===== config.mk =====
export PLATFORM = sky130hd
export DESIGN_NAME = text_terminal_cell_buffer
export DESIGN_NICKNAME = d
export VERILOG_FILES = /design/src/hdl/ttcb_pkg.sv /design/src/hdl/ttcb_ram.sv /design/src/hdl/ttcb_front.sv /design/src/hdl/ttcb_cmd_fifo.sv /design/src/hdl/ttcb_back.sv /design/src/hdl/text_terminal_cell_buffer.sv
export VERILOG_INCLUDE_DIRS = /design/src /design/src/hdl
export SDC_FILE = /design/constraint.sdc
export NUM_CORES = 2
export LEC_CHECK = 0
export BUFFER_PORTS_ARGS = -buffer_cell sky130_fd_sc_hd__clkbuf_2
export CAP_MARGIN = 20
export CORE_ASPECT_RATIO = 1.75
export CORE_MARGIN = 2
export CORE_UTILIZATION = 45
export CTS_BUF_LIST = sky130_fd_sc_hd__clkbuf_8
export DETAILED_ROUTE_END_ITERATION = 6
export PLACE_DENSITY = 0.71
export SLEW_MARGIN = 0
export SYNTH_ARGS = -nofsm -noshare
export SYNTH_HDL_FRONTEND = slang
export SYNTH_SLANG_ARGS = --single-unit

===== constraint.sdc =====
create_clock -name clk -period 7.5 [get_ports clk]
set_input_delay 1.5 -clock clk [delete_from_list [all_inputs] [get_ports clk]]
set_output_delay 1.5 -clock clk [all_outputs]
set_load 0.1 [all_outputs]

===== src/hdl/text_terminal_cell_buffer_assert.svh =====
// Assertion macros shared by the terminal cell buffer RTL.
// Included by the modules that check their own logic; depends on nothing.
`ifndef TEXT_TERMINAL_CELL_BUFFER_ASSERT_SVH
`define TEXT_TERMINAL_CELL_BUFFER_ASSERT_SVH
`ifndef SYNTHESIS
// Checked on every rising edge of clk, switched off while rst is high.
`define TTCB_ASSERT(label, prop, msg) \
  label: assert property (@(posedge clk) disable iff (rst) (prop)) else $error(msg);
// Checked on every rising edge of clk, reset included.
`define TTCB_ASSERT_ALWAYS(label, prop, msg) \
  label: assert property (@(posedge clk) (prop)) else $error(msg);
`else
`define TTCB_ASSERT(label, prop, msg)
`define TTCB_ASSERT_ALWAYS(label, prop, msg)
`endif
`endif


===== src/hdl/ttcb_pkg.sv =====
// Package of the terminal cell buffer: sizes, codes, command and state types.
// Depends on nothing; every module of the block but ttcb_ram imports it.
package ttcb_pkg;

  localparam int COLUMNS_DEF = 21;
  localparam int ROWS_DEF    = 8;
  localparam int COLUMNS_MAX = 64;
  localparam int ROWS_MAX    = 16;
  localparam int QUEUE_DEPTH = 2;

  localparam int CMD_COL_W = $clog2(COLUMNS_MAX);
  localparam int CMD_ROW_W = $clog2(ROWS_MAX);
  localparam int MODE_W    = 3;
  localparam int CHAR_W    = 8;
  localparam int IN_ROW_W  = 3;
  localparam int OUT_ROW_W = 3;
  localparam int OUT_COL_W = 5;

  // Input item modes.
  typedef enum logic [MODE_W-1:0] {
    MODE_PUT     = 3'd0,
    MODE_REFRESH = 3'd1,
    MODE_SET_COL = 3'd2,
    MODE_SET_ROW = 3'd3,
    MODE_CLEAR   = 3'd4
  } mode_t;

  // Character codes with a meaning of their own.
  localparam logic [CHAR_W-1:0] CH_SPACE    = 8'h20;
  localparam logic [CHAR_W-1:0] CH_NEWLINE  = 8'h0A;
  localparam logic [CHAR_W-1:0] CH_RETURN   = 8'h0D;
  localparam logic [CHAR_W-1:0] CH_DELETE   = 8'h7F;
  localparam logic [CHAR_W-1:0] CH_PRINT_LO = 8'h20;
  localparam logic [CHAR_W-1:0] CH_PRINT_HI = 8'h7E;

  // Classified commands passed from the front end to the back end.
  typedef enum logic [3:0] {
    OP_PUT,
    OP_NEWLINE,
    OP_RETURN,
    OP_DELETE,
    OP_REFRESH,
    OP_SET_COL,
    OP_SET_ROW,
    OP_BAD_CURSOR,
    OP_CLEAR
  } cmd_op_t;

  typedef struct packed {
    cmd_op_t               op;
    logic [CHAR_W-1:0]     ch;
    logic [CMD_ROW_W-1:0]  row;
    logic                  lazy;
    logic [CMD_COL_W-1:0]  val;
  } cmd_t;

  // Back end sequencer states.
  typedef enum logic [2:0] {
    ST_INIT,
    ST_IDLE,
    ST_SCROLL,
    ST_WIPE,
    ST_REFRESH,
    ST_TAIL,
    ST_DRAIN
  } state_t;

endpackage


===== src/hdl/ttcb_ram.sv =====
// Generic single-write, single-read RAM with a registered read port.
// Depends on nothing; used for both character stores.
module ttcb_ram #(
  parameter int WIDTH = 8,
  parameter int DEPTH = 168
) (
  input  logic                     clk,
  input  logic                     we,
  input  logic [$clog2(DEPTH)-1:0] waddr,
  input  logic [WIDTH-1:0]         wdata,
  input  logic [$clog2(DEPTH)-1:0] raddr,
  output logic [WIDTH-1:0]         rdata
);

  logic [WIDTH-1:0] mem [DEPTH];

  always_ff @(posedge clk) begin
    if (we) begin
      mem[waddr] <= wdata;
    end
    rdata <= mem[raddr];
  end

endmodule


===== src/hdl/ttcb_front.sv =====
// Front end of the terminal cell buffer: takes items and turns them into commands.
// Depends on ttcb_pkg for the mode, character and command definitions.
module ttcb_front #(
  parameter int COLUMNS = ttcb_pkg::COLUMNS_DEF,
  parameter int ROWS    = ttcb_pkg::ROWS_DEF
) (
  input  logic                              start,
  input  logic [ttcb_pkg::MODE_W-1:0]       mode,
  input  logic [ttcb_pkg::CHAR_W-1:0]       char_code,
  input  logic [ttcb_pkg::IN_ROW_W-1:0]     row_index,
  input  logic                              lazy,
  input  logic signed [7:0]                 cursor_value,
  input  logic                              queue_full,
  input  logic                              init_busy,
  output logic                              busy,
  output logic                              push,
  output ttcb_pkg::cmd_t                    cmd
);

  import ttcb_pkg::*;

  logic       keep;
  logic [7:0] mag;

  assign mag = unsigned'(cursor_value);

  // Items that change nothing and give no result are taken and dropped here.
  always_comb begin
    cmd  = '0;
    keep = 1'b1;
    case (mode)
      MODE_PUT: begin
        if (char_code inside {[CH_PRINT_LO:CH_PRINT_HI]}) begin
          cmd.op = OP_PUT;
          cmd.ch = char_code;
        end else if (char_code == CH_NEWLINE) begin
          cmd.op = OP_NEWLINE;
        end else if (char_code == CH_RETURN) begin
          cmd.op = OP_RETURN;
        end else if (char_code == CH_DELETE) begin
          cmd.op = OP_DELETE;
        end else begin
          cmd.op = OP_PUT;
          cmd.ch = CH_SPACE;
        end
      end
      MODE_REFRESH: begin
        cmd.op   = OP_REFRESH;
        cmd.row  = CMD_ROW_W'(row_index);
        cmd.lazy = lazy;
        keep     = ({2'b00, row_index} < 5'(ROWS));
      end
      MODE_SET_COL: begin
        if (!mag[7] && (mag < 8'(COLUMNS))) begin
          cmd.op  = OP_SET_COL;
          cmd.val = CMD_COL_W'(mag);
        end else begin
          cmd.op = OP_BAD_CURSOR;
        end
      end
      MODE_SET_ROW: begin
        if (!mag[7] && (mag < 8'(ROWS))) begin
          cmd.op  = OP_SET_ROW;
          cmd.val = CMD_COL_W'(mag);
        end else begin
          cmd.op = OP_BAD_CURSOR;
        end
      end
      MODE_CLEAR: begin
        cmd.op = OP_CLEAR;
      end
      default: begin
        keep = 1'b0;
      end
    endcase
  end

  assign busy = queue_full || init_busy;
  assign push = start && !busy && keep;

endmodule


===== src/hdl/ttcb_cmd_fifo.sv =====
// Short command queue between the front end and the back end.
// Depends on ttcb_pkg for the command type and on the assertion macro header.
`include "text_terminal_cell_buffer_assert.svh"
module ttcb_cmd_fifo #(
  parameter int DEPTH = ttcb_pkg::QUEUE_DEPTH
) (
  input  logic           clk,
  input  logic           rst,
  input  logic           push,
  input  ttcb_pkg::cmd_t din,
  output logic           full,
  input  logic           pop,
  output ttcb_pkg::cmd_t dout,
  output logic           empty
);

  import ttcb_pkg::*;

  localparam int PW = (DEPTH > 1) ? $clog2(DEPTH) : 1;
  localparam int NW = $clog2(DEPTH + 1);

  cmd_t          slots [DEPTH];
  logic [PW-1:0] wr_ptr;
  logic [PW-1:0] rd_ptr;
  logic [NW-1:0] count;

  always_ff @(posedge clk) begin
    if (push) begin
      slots[wr_ptr] <= din;
    end
  end

  always_ff @(posedge clk) begin
    if (rst) begin
      wr_ptr <= '0;
      rd_ptr <= '0;
      count  <= '0;
    end else begin
      if (push) begin
        wr_ptr <= (wr_ptr == PW'(DEPTH - 1)) ? '0 : wr_ptr + 1'b1;
      end
      if (pop) begin
        rd_ptr <= (rd_ptr == PW'(DEPTH - 1)) ? '0 : rd_ptr + 1'b1;
      end
      if (push && !pop) begin
        count <= count + 1'b1;
      end else if (pop && !push) begin
        count <= count - 1'b1;
      end
    end
  end

  assign full  = (count == NW'(DEPTH));
  assign empty = (count == '0);
  assign dout  = slots[rd_ptr];

  `TTCB_ASSERT(a_no_overflow, push |-> !full, "command queue written while full")
  `TTCB_ASSERT(a_no_underflow, pop |-> !empty, "command queue read while empty")

endmodule


===== src/hdl/ttcb_back.sv =====
// Back end of the terminal cell buffer: cursor, scrolling, stores and refresh.
// Depends on ttcb_pkg, ttcb_ram and the assertion macro header.
`include "text_terminal_cell_buffer_assert.svh"
module ttcb_back #(
  parameter int COLUMNS = ttcb_pkg::COLUMNS_DEF,
  parameter int ROWS    = ttcb_pkg::ROWS_DEF
) (
  input  logic                           clk,
  input  logic                           rst,
  input  logic                           empty,
  input  ttcb_pkg::cmd_t                 cmd,
  output logic                           pop,
  output logic                           init_busy,
  output logic                           strobe,
  output logic [ttcb_pkg::OUT_ROW_W-1:0] cell_row,
  output logic [ttcb_pkg::OUT_COL_W-1:0] cell_column,
  output logic [ttcb_pkg::CHAR_W-1:0]    cell_char,
  output logic                           status,
  output logic                           last
);

  import ttcb_pkg::*;

  localparam int CELLS = ROWS * COLUMNS;
  localparam int AW    = $clog2(CELLS);
  localparam int CW    = $clog2(COLUMNS);
  localparam int RW    = $clog2(ROWS);
  localparam int SW    = RW + 1;

  // Text store rows are kept in a ring: logical row r lives in physical row
  // r + top, so a scroll only moves top and blanks one row.
  function automatic logic [RW-1:0] phys_of(input logic [RW-1:0] lrow,
                                            input logic [RW-1:0] base);
    logic [SW-1:0] sum;
    sum = {1'b0, lrow} + {1'b0, base};
    if (sum >= SW'(ROWS)) begin
      sum = sum - SW'(ROWS);
    end
    phys_of = RW'(sum);
  endfunction

  function automatic logic [AW-1:0] addr_of(input logic [RW-1:0] r,
                                            input logic [CW-1:0] c);
    addr_of = AW'(AW'(r) * AW'(COLUMNS)) + AW'(c);
  endfunction

  state_t state, state_next;

  logic [CW-1:0]     cur_col, cur_col_next;
  logic [RW-1:0]     cur_row, cur_row_next;
  logic [RW-1:0]     top, top_next;
  logic [AW-1:0]     sweep_addr, sweep_addr_next;
  logic [CW-1:0]     col_cnt, col_cnt_next;
  logic [RW-1:0]     ref_row, ref_row_next;
  logic              ref_lazy, ref_lazy_next;
  logic [AW-1:0]     cell_base, cell_base_next;
  logic [AW-1:0]     drawn_base, drawn_base_next;
  logic              rd_valid, rd_valid_next;
  logic [CW-1:0]     rd_col, rd_col_next;
  logic              pend_valid, pend_valid_next;
  logic [CW-1:0]     pend_col, pend_col_next;
  logic [CHAR_W-1:0] pend_char, pend_char_next;

  logic                 strobe_next;
  logic [OUT_ROW_W-1:0] cell_row_next;
  logic [OUT_COL_W-1:0] cell_column_next;
  logic [CHAR_W-1:0]    cell_char_next;
  logic                 status_next;
  logic                 last_next;

  logic              cell_we, drawn_we;
  logic [AW-1:0]     cell_waddr, drawn_waddr;
  logic [CHAR_W-1:0] cell_wdata, drawn_wdata;
  logic [AW-1:0]     cell_raddr, drawn_raddr;
  logic [CHAR_W-1:0] cell_rdata, drawn_rdata;

  logic          at_col_end;
  logic          at_row_end;
  logic          line_feed;
  logic          scroll_req;
  logic [CW-1:0] del_col;
  logic [RW-1:0] del_row;
  logic          hit;

  ttcb_ram #(.WIDTH(CHAR_W), .DEPTH(CELLS)) u_cell_ram (
    .clk   (clk),
    .we    (cell_we),
    .waddr (cell_waddr),
    .wdata (cell_wdata),
    .raddr (cell_raddr),
    .rdata (cell_rdata)
  );

  ttcb_ram #(.WIDTH(CHAR_W), .DEPTH(CELLS)) u_drawn_ram (
    .clk   (clk),
    .we    (drawn_we),
    .waddr (drawn_waddr),
    .wdata (drawn_wdata),
    .raddr (drawn_raddr),
    .rdata (drawn_rdata)
  );

  assign pop        = (state == ST_IDLE) && !empty;
  assign at_col_end = (cur_col == CW'(COLUMNS - 1));
  assign at_row_end = (cur_row == RW'(ROWS - 1));
  assign line_feed  = pop && (((cmd.op == OP_PUT) && at_col_end) || (cmd.op == OP_NEWLINE));
  assign scroll_req = line_feed && at_row_end;
  assign hit        = !ref_lazy || (cell_rdata != drawn_rdata);

  // Cursor position after a delete: one cell back, wrapping to the end of
  // the row above, and staying put at the home position.
  always_comb begin
    del_col = cur_col;
    del_row = cur_row;
    if (cur_col != '0) begin
      del_col = cur_col - 1'b1;
    end else if (cur_row != '0) begin
      del_col = CW'(COLUMNS - 1);
      del_row = cur_row - 1'b1;
    end
  end

  always_comb begin
    state_next = state;
    case (state)
      ST_INIT, ST_WIPE: begin
        if (sweep_addr == AW'(CELLS - 1)) begin
          state_next = ST_IDLE;
        end
      end
      ST_IDLE: begin
        if (pop) begin
          if (scroll_req) begin
            state_next = ST_SCROLL;
          end else if (cmd.op == OP_CLEAR) begin
            state_next = ST_WIPE;
          end else if (cmd.op == OP_REFRESH) begin
            state_next = ST_REFRESH;
          end
        end
      end
      ST_SCROLL: begin
        if (col_cnt == CW'(COLUMNS - 1)) begin
          state_next = ST_IDLE;
        end
      end
      ST_REFRESH: begin
        if (col_cnt == CW'(COLUMNS - 1)) begin
          state_next = ST_TAIL;
        end
      end
      ST_TAIL: begin
        state_next = ST_DRAIN;
      end
      ST_DRAIN: begin
        state_next = ST_IDLE;
      end
      default: begin
        state_next = ST_INIT;
      end
    endcase
  end

  always_comb begin
    cur_col_next    = cur_col;
    cur_row_next    = cur_row;
    top_next        = top;
    sweep_addr_next = sweep_addr;
    col_cnt_next    = col_cnt;
    ref_row_next    = ref_row;
    ref_lazy_next   = ref_lazy;
    cell_base_next  = cell_base;
    drawn_base_next = drawn_base;
    rd_valid_next   = 1'b0;
    rd_col_next     = rd_col;
    pend_valid_next = pend_valid;
    pend_col_next   = pend_col;
    pend_char_next  = pend_char;

    strobe_next      = 1'b0;
    cell_row_next    = '0;
    cell_column_next = '0;
    cell_char_next   = '0;
    status_next      = 1'b0;
    last_next        = 1'b0;

    cell_we     = 1'b0;
    cell_waddr  = sweep_addr;
    cell_wdata  = '0;
    drawn_we    = 1'b0;
    drawn_waddr = sweep_addr;
    drawn_wdata = '0;
    cell_raddr  = cell_base + AW'(col_cnt);
    drawn_raddr = drawn_base + AW'(col_cnt);

    case (state)
      ST_INIT, ST_WIPE: begin
        cell_we         = 1'b1;
        drawn_we        = 1'b1;
        sweep_addr_next = sweep_addr + 1'b1;
      end
      ST_IDLE: begin
        if (pop) begin
          case (cmd.op)
            OP_PUT: begin
              cell_we    = 1'b1;
              cell_waddr = addr_of(phys_of(cur_row, top), cur_col);
              cell_wdata = cmd.ch;
              cur_col_next = at_col_end ? '0 : cur_col + 1'b1;
            end
            OP_NEWLINE, OP_RETURN: begin
              cur_col_next = '0;
            end
            OP_DELETE: begin
              cur_col_next = del_col;
              cur_row_next = del_row;
              cell_we      = 1'b1;
              cell_waddr   = addr_of(phys_of(del_row, top), del_col);
              cell_wdata   = CH_SPACE;
            end
            OP_SET_COL: begin
              cur_col_next = CW'(cmd.val);
            end
            OP_SET_ROW: begin
              cur_row_next = RW'(cmd.val);
            end
            OP_CLEAR: begin
              cur_col_next    = '0;
              cur_row_next    = '0;
              top_next        = '0;
              sweep_addr_next = '0;
            end
            OP_REFRESH: begin
              col_cnt_next    = '0;
              ref_row_next    = RW'(cmd.row);
              ref_lazy_next   = cmd.lazy;
              cell_base_next  = addr_of(phys_of(RW'(cmd.row), top), '0);
              drawn_base_next = addr_of(RW'(cmd.row), '0);
              pend_valid_next = 1'b0;
            end
            default: begin
            end
          endcase

          // A new line below the last row retires the oldest row: it
          // becomes the bottom row and is blanked column by column.
          if (line_feed) begin
            if (!at_row_end) begin
              cur_row_next = cur_row + 1'b1;
            end else begin
              top_next        = (top == RW'(ROWS - 1)) ? '0 : top + 1'b1;
              sweep_addr_next = addr_of(top, '0);
              col_cnt_next    = '0;
            end
          end

          if (cmd.op != OP_REFRESH) begin
            strobe_next = 1'b1;
            status_next = (cmd.op == OP_BAD_CURSOR);
            last_next   = 1'b1;
          end
        end
      end
      ST_SCROLL: begin
        cell_we         = 1'b1;
        sweep_addr_next = sweep_addr + 1'b1;
        col_cnt_next    = col_cnt + 1'b1;
      end
      ST_REFRESH: begin
        rd_valid_next = 1'b1;
        rd_col_next   = col_cnt;
        col_cnt_next  = col_cnt + 1'b1;
      end
      ST_DRAIN: begin
        if (pend_valid) begin
          strobe_next      = 1'b1;
          cell_row_next    = OUT_ROW_W'(ref_row);
          cell_column_next = OUT_COL_W'(pend_col);
          cell_char_next   = pend_char;
          last_next        = 1'b1;
        end
        pend_valid_next = 1'b0;
      end
      default: begin
      end
    endcase

    // Refresh compare stage: one column of both stores arrives each cycle.
    // The newest emitted cell is held back one step so that the final one
    // can carry the last flag.
    if (rd_valid && hit) begin
      drawn_we    = 1'b1;
      drawn_waddr = drawn_base + AW'(rd_col);
      drawn_wdata = cell_rdata;
      if (pend_valid) begin
        strobe_next      = 1'b1;
        cell_row_next    = OUT_ROW_W'(ref_row);
        cell_column_next = OUT_COL_W'(pend_col);
        cell_char_next   = pend_char;
      end
      pend_valid_next = 1'b1;
      pend_col_next   = rd_col;
      pend_char_next  = cell_rdata;
    end
  end

  assign init_busy = (state == ST_INIT);

  always_ff @(posedge clk) begin
    if (rst) begin
      state      <= ST_INIT;
      cur_col    <= '0;
      cur_row    <= '0;
      top        <= '0;
      sweep_addr <= '0;
      col_cnt    <= '0;
      ref_lazy   <= 1'b0;
      rd_valid   <= 1'b0;
      pend_valid <= 1'b0;
      strobe     <= 1'b0;
    end else begin
      state      <= state_next;
      cur_col    <= cur_col_next;
      cur_row    <= cur_row_next;
      top        <= top_next;
      sweep_addr <= sweep_addr_next;
      col_cnt    <= col_cnt_next;
      ref_lazy   <= ref_lazy_next;
      rd_valid   <= rd_valid_next;
      pend_valid <= pend_valid_next;
      strobe     <= strobe_next;
    end
  end

  always_ff @(posedge clk) begin
    ref_row     <= ref_row_next;
    cell_base   <= cell_base_next;
    drawn_base  <= drawn_base_next;
    rd_col      <= rd_col_next;
    pend_col    <= pend_col_next;
    pend_char   <= pend_char_next;
    cell_row    <= cell_row_next;
    cell_column <= cell_column_next;
    cell_char   <= cell_char_next;
    status      <= status_next;
    last        <= last_next;
  end

  `TTCB_ASSERT(a_cursor_col_range, cur_col <= CW'(COLUMNS - 1), "cursor column out of range")
  `TTCB_ASSERT(a_top_range, top <= RW'(ROWS - 1), "ring top row out of range")
  `TTCB_ASSERT(a_more_follows, (strobe && !last) |-> (state == ST_REFRESH || state == ST_TAIL || state == ST_DRAIN), "non-final result with no refresh under way")

endmodule


===== src/hdl/text_terminal_cell_buffer.sv =====
// Top level of the character-cell terminal buffer engine.
// Depends on ttcb_pkg, ttcb_front, ttcb_cmd_fifo and ttcb_back.
//
//   Channel   Handshake            Payload ports
//   -------   ------------------   --------------------------------------------------
//   item in   start, busy          mode, char_code, row_index, lazy, cursor_value
//   result    strobe (no stall)    cell_row, cell_column, cell_char, status, last
//
// An item is taken at a rising edge with start high and busy low. The front end
// classifies it in the same cycle and writes a command into a two-entry queue.
// The back end runs one command at a time: a put, cursor set or bad cursor value
// is done in the idle state, then a row is blanked when a new line scrolls the
// screen; a refresh reads one column of both stores per cycle through the single
// read port of each store, then passes the tail and drain states; a clear sweeps
// every cell of both stores. After reset the block holds busy high while it writes
// zero into every cell of both stores. Results cannot be stalled: each one is on
// the result ports for exactly one cycle, marked by strobe.
module text_terminal_cell_buffer #(
  parameter int COLUMNS = ttcb_pkg::COLUMNS_DEF,
  parameter int ROWS    = ttcb_pkg::ROWS_DEF
) (
  input  logic                           clk,
  input  logic                           rst,
  input  logic                           start,
  output logic                           busy,
  input  logic [ttcb_pkg::MODE_W-1:0]    mode,
  input  logic [ttcb_pkg::CHAR_W-1:0]    char_code,
  input  logic [ttcb_pkg::IN_ROW_W-1:0]  row_index,
  input  logic                           lazy,
  input  logic signed [7:0]              cursor_value,
  output logic                           strobe,
  output logic [ttcb_pkg::OUT_ROW_W-1:0] cell_row,
  output logic [ttcb_pkg::OUT_COL_W-1:0] cell_column,
  output logic [ttcb_pkg::CHAR_W-1:0]    cell_char,
  output logic                           status,
  output logic                           last
);

  import ttcb_pkg::*;

  // Front end to queue.
  logic queue_full;
  logic push;
  cmd_t push_cmd;

  // Queue to back end.
  logic queue_empty;
  logic pop;
  cmd_t head_cmd;

  // Back end holds the front off during the power-up clearing sweep.
  logic init_busy;

  ttcb_front #(.COLUMNS(COLUMNS), .ROWS(ROWS)) u_front (
    .start        (start),
    .mode         (mode),
    .char_code    (char_code),
    .row_index    (row_index),
    .lazy         (lazy),
    .cursor_value (cursor_value),
    .queue_full   (queue_full),
    .init_busy    (init_busy),
    .busy         (busy),
    .push         (push),
    .cmd          (push_cmd)
  );

  // The queue lets the front keep taking items while the back end scrolls,
  // clears or walks a row.
  ttcb_cmd_fifo #(.DEPTH(QUEUE_DEPTH)) u_queue (
    .clk   (clk),
    .rst   (rst),
    .push  (push),
    .din   (push_cmd),
    .full  (queue_full),
    .pop   (pop),
    .dout  (head_cmd),
    .empty (queue_empty)
  );

  // The back end owns the cursor, both character stores and the result register.
  ttcb_back #(.COLUMNS(COLUMNS), .ROWS(ROWS)) u_back (
    .clk         (clk),
    .rst         (rst),
    .empty       (queue_empty),
    .cmd         (head_cmd),
    .pop         (pop),
    .init_busy   (init_busy),
    .strobe      (strobe),
    .cell_row    (cell_row),
    .cell_column (cell_column),
    .cell_char   (cell_char),
    .status      (status),
    .last        (last)
  );

endmodule

==> impl_metrics.env <==
export IMPL_status="completed"
export IMPL_rows=244
export IMPL_vias_per_cell=6.10
export IMPL_ys_ff_latch=2835
export IMPL_clkSinkCount=2835
export IMPL_path_clk_slew_ps=70
export IMPL_wl_microns=296000
export IMPL_fillers=19500
export IMPL_p_per_area_nw_per_um2=238
export IMPL_crit_top_cell="ha_1"
export IMPL_fin_skew_ps=78.5
export IMPL_grt_use_total=0.229
export IMPL_hold_viol_final=0
export IMPL_cts_resized=0
export IMPL_wl_per_cell_microns=30.9
export IMPL_r2r_setup_slack_ps=500
export IMPL_cp_required_ps=8070
export IMPL_slowest_delay_ps=770
export IMPL_synth_edff_count=2765
export IMPL_mostFrequentLayoutCell="edfxtp_1"
export IMPL_ioPinCount=46
export IMPL_synth_area_sq_um=114000
export IMPL_dr_pass1_iters=6
export IMPL_yosysUniqueCellTypes=87
export IMPL_fmax_mhz=143
export IMPL_grt_max_degree=151
export IMPL_ant_nets=0
export IMPL_area_delta_synth_final_pct=11.6
export IMPL_root_buffer="clkbuf_8"
export IMPL_critPathLaunchType="register"
export IMPL_ys_seq_area_frac=0.742
export IMPL_die_x_microns=384
export IMPL_cts_made_buffers=380
export IMPL_cp_end_kind="register"
export IMPL_critPathLaunch="u_back.cur_col[0]$_SDFFE_PP0P_"
export IMPL_grt_pass1_wl_microns=423000
export IMPL_yosys_warnings=0
export IMPL_post_route_drc_count=0
export IMPL_drv_slew=0
export IMPL_htree_levels=5
export IMPL_worstReg2RegEnd="u_back.u_cell_ram.mem[59][4]$_DFFE_PP_"
export IMPL_die_area_sq_um=257000
export IMPL_cts_tree="yes"
export IMPL_arrival_ps=7570
export IMPL_path_cells="inv_1, ha_1, nor4b_1, buf_4, nor2b_1, xnor2_1, ha_1, fa_1, xor2_1, xnor2_1, ha_1, inv_1, fa_1, inv_1, ha_1, nor2b_1, o21a_1, o21a_1, o21a_1, o21ba_2, or4_2, buf_12, buf_4, nor4_2"
export IMPL_coreArea_sq_um=252000
export IMPL_async_flop_share=0
export IMPL_r2r_start="u_back.cur_col[0]$_SDFFE_PP0P_"
export IMPL_crit_path_end="u_back.u_cell_ram.mem[59][4]$_DFFE_PP_"
export IMPL_relSlewSlack=0.242
export IMPL_cts_setup_buffers=0
export IMPL_final_cell_mix="edfxtp_1 (2765), mux4_2 (772), clkbuf_8 (394)"
export IMPL_setup_tns_ps=0
export IMPL_overflow=0
export IMPL_critPathMaxFanout=21
export IMPL_final_core_util=0.504
export IMPL_tightest_slew_ps=1130
export IMPL_dp_hpwl_microns=194000
export IMPL_hp_class="register to register"
export IMPL_r2r_cells=24
export IMPL_postSynthCellCount=5606
export IMPL_power_leakage_nw=38.0
export IMPL_cap_violations=0
export IMPL_drive_gt1_frac=0.276
export IMPL_finalNetCount=6071
export IMPL_synth_flop_cell="edfxtp_1"
export IMPL_path_class="register to register"
export IMPL_drt_iter0_markers=6450
export IMPL_start_util=0.452
export IMPL_hold_buffers=0
export IMPL_grt_pass1_vias=60200
export IMPL_rsz0062_at_grt="false"
export IMPL_slowest_stage="nor4_2"
export IMPL_avgSynthCellArea_sq_um=20.3
export IMPL_layout_min_cycle_time_ps=7000
export IMPL_finalCritPeriodShare=0.933
export IMPL_vias=58600
export IMPL_antenna_found_initial=8
export IMPL_port_buffers=45
export IMPL_vdd_drop_max_v=0.000174
export IMPL_gp_congestion=1.03
export IMPL_clk_latency_ps=1010
export IMPL_die_y_microns=669
export IMPL_clockBufferDepth=4
export IMPL_report_final_setup_viol=0
==> area by class of cell <==
| cell class | count | area (sq um) | area share |
|---|---|---|---|
| tap | 3321 | 4160 | 0.0328 |
| multi-input combinational | 2383 | 28200 | 0.222 |
| clock inverter | 288 | 1820 | 0.0144 |
| sequential | 2835 | 84400 | 0.665 |
| timing repair buffer | 330 | 2670 | 0.0211 |
| inverter | 38 | 143 | 0.00112 |
| antenna | 7 | 17.5 | 0.000138 |
| clock buffer | 394 | 5420 | 0.0427 |
==> critical path, delay by kind of cell, from the launching register on <==
family	cells	cell delay, ps
adders and majority gates	6	1840
xor gates and xnor gates	3	510
and+or+nand+nor	5	2070
AOI/OAI and AO/OA	4	780
DFF	1	380
buffers and inverters	6	920
==> per-layer routing <==
metal | vias up | part of all wire | wire, microns | global-route usage
li1 | 24100 | - | - | -
met1 | 30600 | 0.32 | 94100 | 0.240
met4 | 4 | 0.076 | 22600 | 0.157
met2 | 2952 | 0.54 | 161000 | 0.418
met3 | 827 | 0.062 | 18500 | 0.0364
met5 | - | 0.000081 | 24 | 0
==> cells in the mapped netlist (9+ instances only) <==
cell type / number / area (sq um)
and3_1: 45 / 282
a221oi_1: 9 / 78.8
a32o_1: 14 / 140
xnor2_1: 31 / 272
mux2_2: 12 / 135
o22a_1: 11 / 96.3
nand3_1: 90 / 450
a21o_1: 12 / 90.1
dfxtp_1: 70 / 1400
a22oi_1: 14 / 105
o21ai_0: 76 / 380
edfxtp_1: 2765 / 83000
o22ai_1: 20 / 125
buf_2: 73 / 365
a311oi_1: 10 / 87.6
nor4_1: 117 / 732
nor3b_1: 17 / 128
mux4_2: 772 / 17400
a31oi_1: 25 / 156
nor2b_1: 23 / 144
clkbuf_1: 229 / 860
and2_1: 54 / 338
o21a_1: 13 / 97.6
o31ai_1: 9 / 67.6
xor2_1: 22 / 193
nor4_2: 35 / 438
buf_1: 35 / 131
a21oi_1: 43 / 215
nand2b_1: 13 / 81.3
a211oi_1: 28 / 210
a2111oi_0: 12 / 105
fa_1: 10 / 200
nand2_1: 246 / 923
mux2i_1: 54 / 541
nor3_1: 85 / 425
ha_1: 67 / 838
nor2_1: 240 / 901
or3_1: 12 / 75.1
inv_1: 38 / 143
o211ai_1: 14 / 105
==> stage by stage <==
step / total power [mW] / cell area, sq um / worst slack [ps] / hold slack [ps] / cells
finish: 30.3 / 127000 / 500 / 482 / 9596
floorplan: 18.6 / 114000 / 303 / 420 / 5607
global placement: 19.2 / 119000 / 574 / 442 / 8876
CTS: 30.4 / 127000 / 417 / 482 / 9576
global route: 31.1 / 127000 / 100 / 518 / 9592
detailed placement: 19.2 / 119000 / 500 / 453 / 8894
==> power breakdown <==
part / internal [mW] / leakage (nW) / total (mW) / switching (mW)
clock network: 5.63 / 4.12 / 11.3 / 5.68
logic: 0.441 / 9.95 / 1.53 / 1.08
registers: 17.3 / 24.0 / 17.4 / 0.0833
total: 23.4 / 38.0 / 30.3 / 6.85
==> registers in the layout (all words and copies together), names as in the netlist, 5 cells and up, named ones only <==
register and cells:
u_back.rd_col 5, u_back.cur_col 5, u_back.col_cnt 5, u_back.sweep_addr 8
u_back.drawn_base 8, u_back.cell_char 8, u_back.cell_base 8, u_back.pend_char 8
u_back.u_drawn_ram.rdata 8, u_queue.slots 42, u_back.u_cell_ram.rdata 8, u_back.u_cell_ram.mem 1344
u_back.u_drawn_ram.mem 1344, u_back.cell_column 5, u_back.pend_col 5
==> worst min-delay path by stage <==
stage | startpoint | end | slack (ps) | cells past startpoint
global placement | u_back.pend_col[0]$_DFFE_PP_ | u_back.cell_column[0]$_DFF_P_ | 440 | 1
floorplan | u_back.pend_char[0]$_DFFE_PP_ | u_back.cell_char[0]$_DFF_P_ | 420 | 1
CTS | u_back.pend_col[0]$_DFFE_PP_ | u_back.cell_column[0]$_DFF_P_ | 480 | 1
detailed placement | u_back.pend_col[0]$_DFFE_PP_ | u_back.cell_column[0]$_DFF_P_ | 450 | 1
finish | u_back.pend_col[0]$_DFFE_PP_ | u_back.cell_column[0]$_DFF_P_ | 480 | 1
global route | u_back.pend_col[0]$_DFFE_PP_ | u_back.cell_column[0]$_DFF_P_ | 520 | 1
==> kinds of logic after synthesis <==
logic type / count (synthesis) / synth area share
fa+ha+maj: 77 / 0.00913
xor+xnor: 53 / 0.00408
other cells: 1 / 0.0000330
compound gates: 383 / 0.0240
simple gates: 1030 / 0.0472
flops: 2835 / 0.742
mux: 838 / 0.159
buf+inv: 389 / 0.0143
Power figures use the tool's default switching activity.
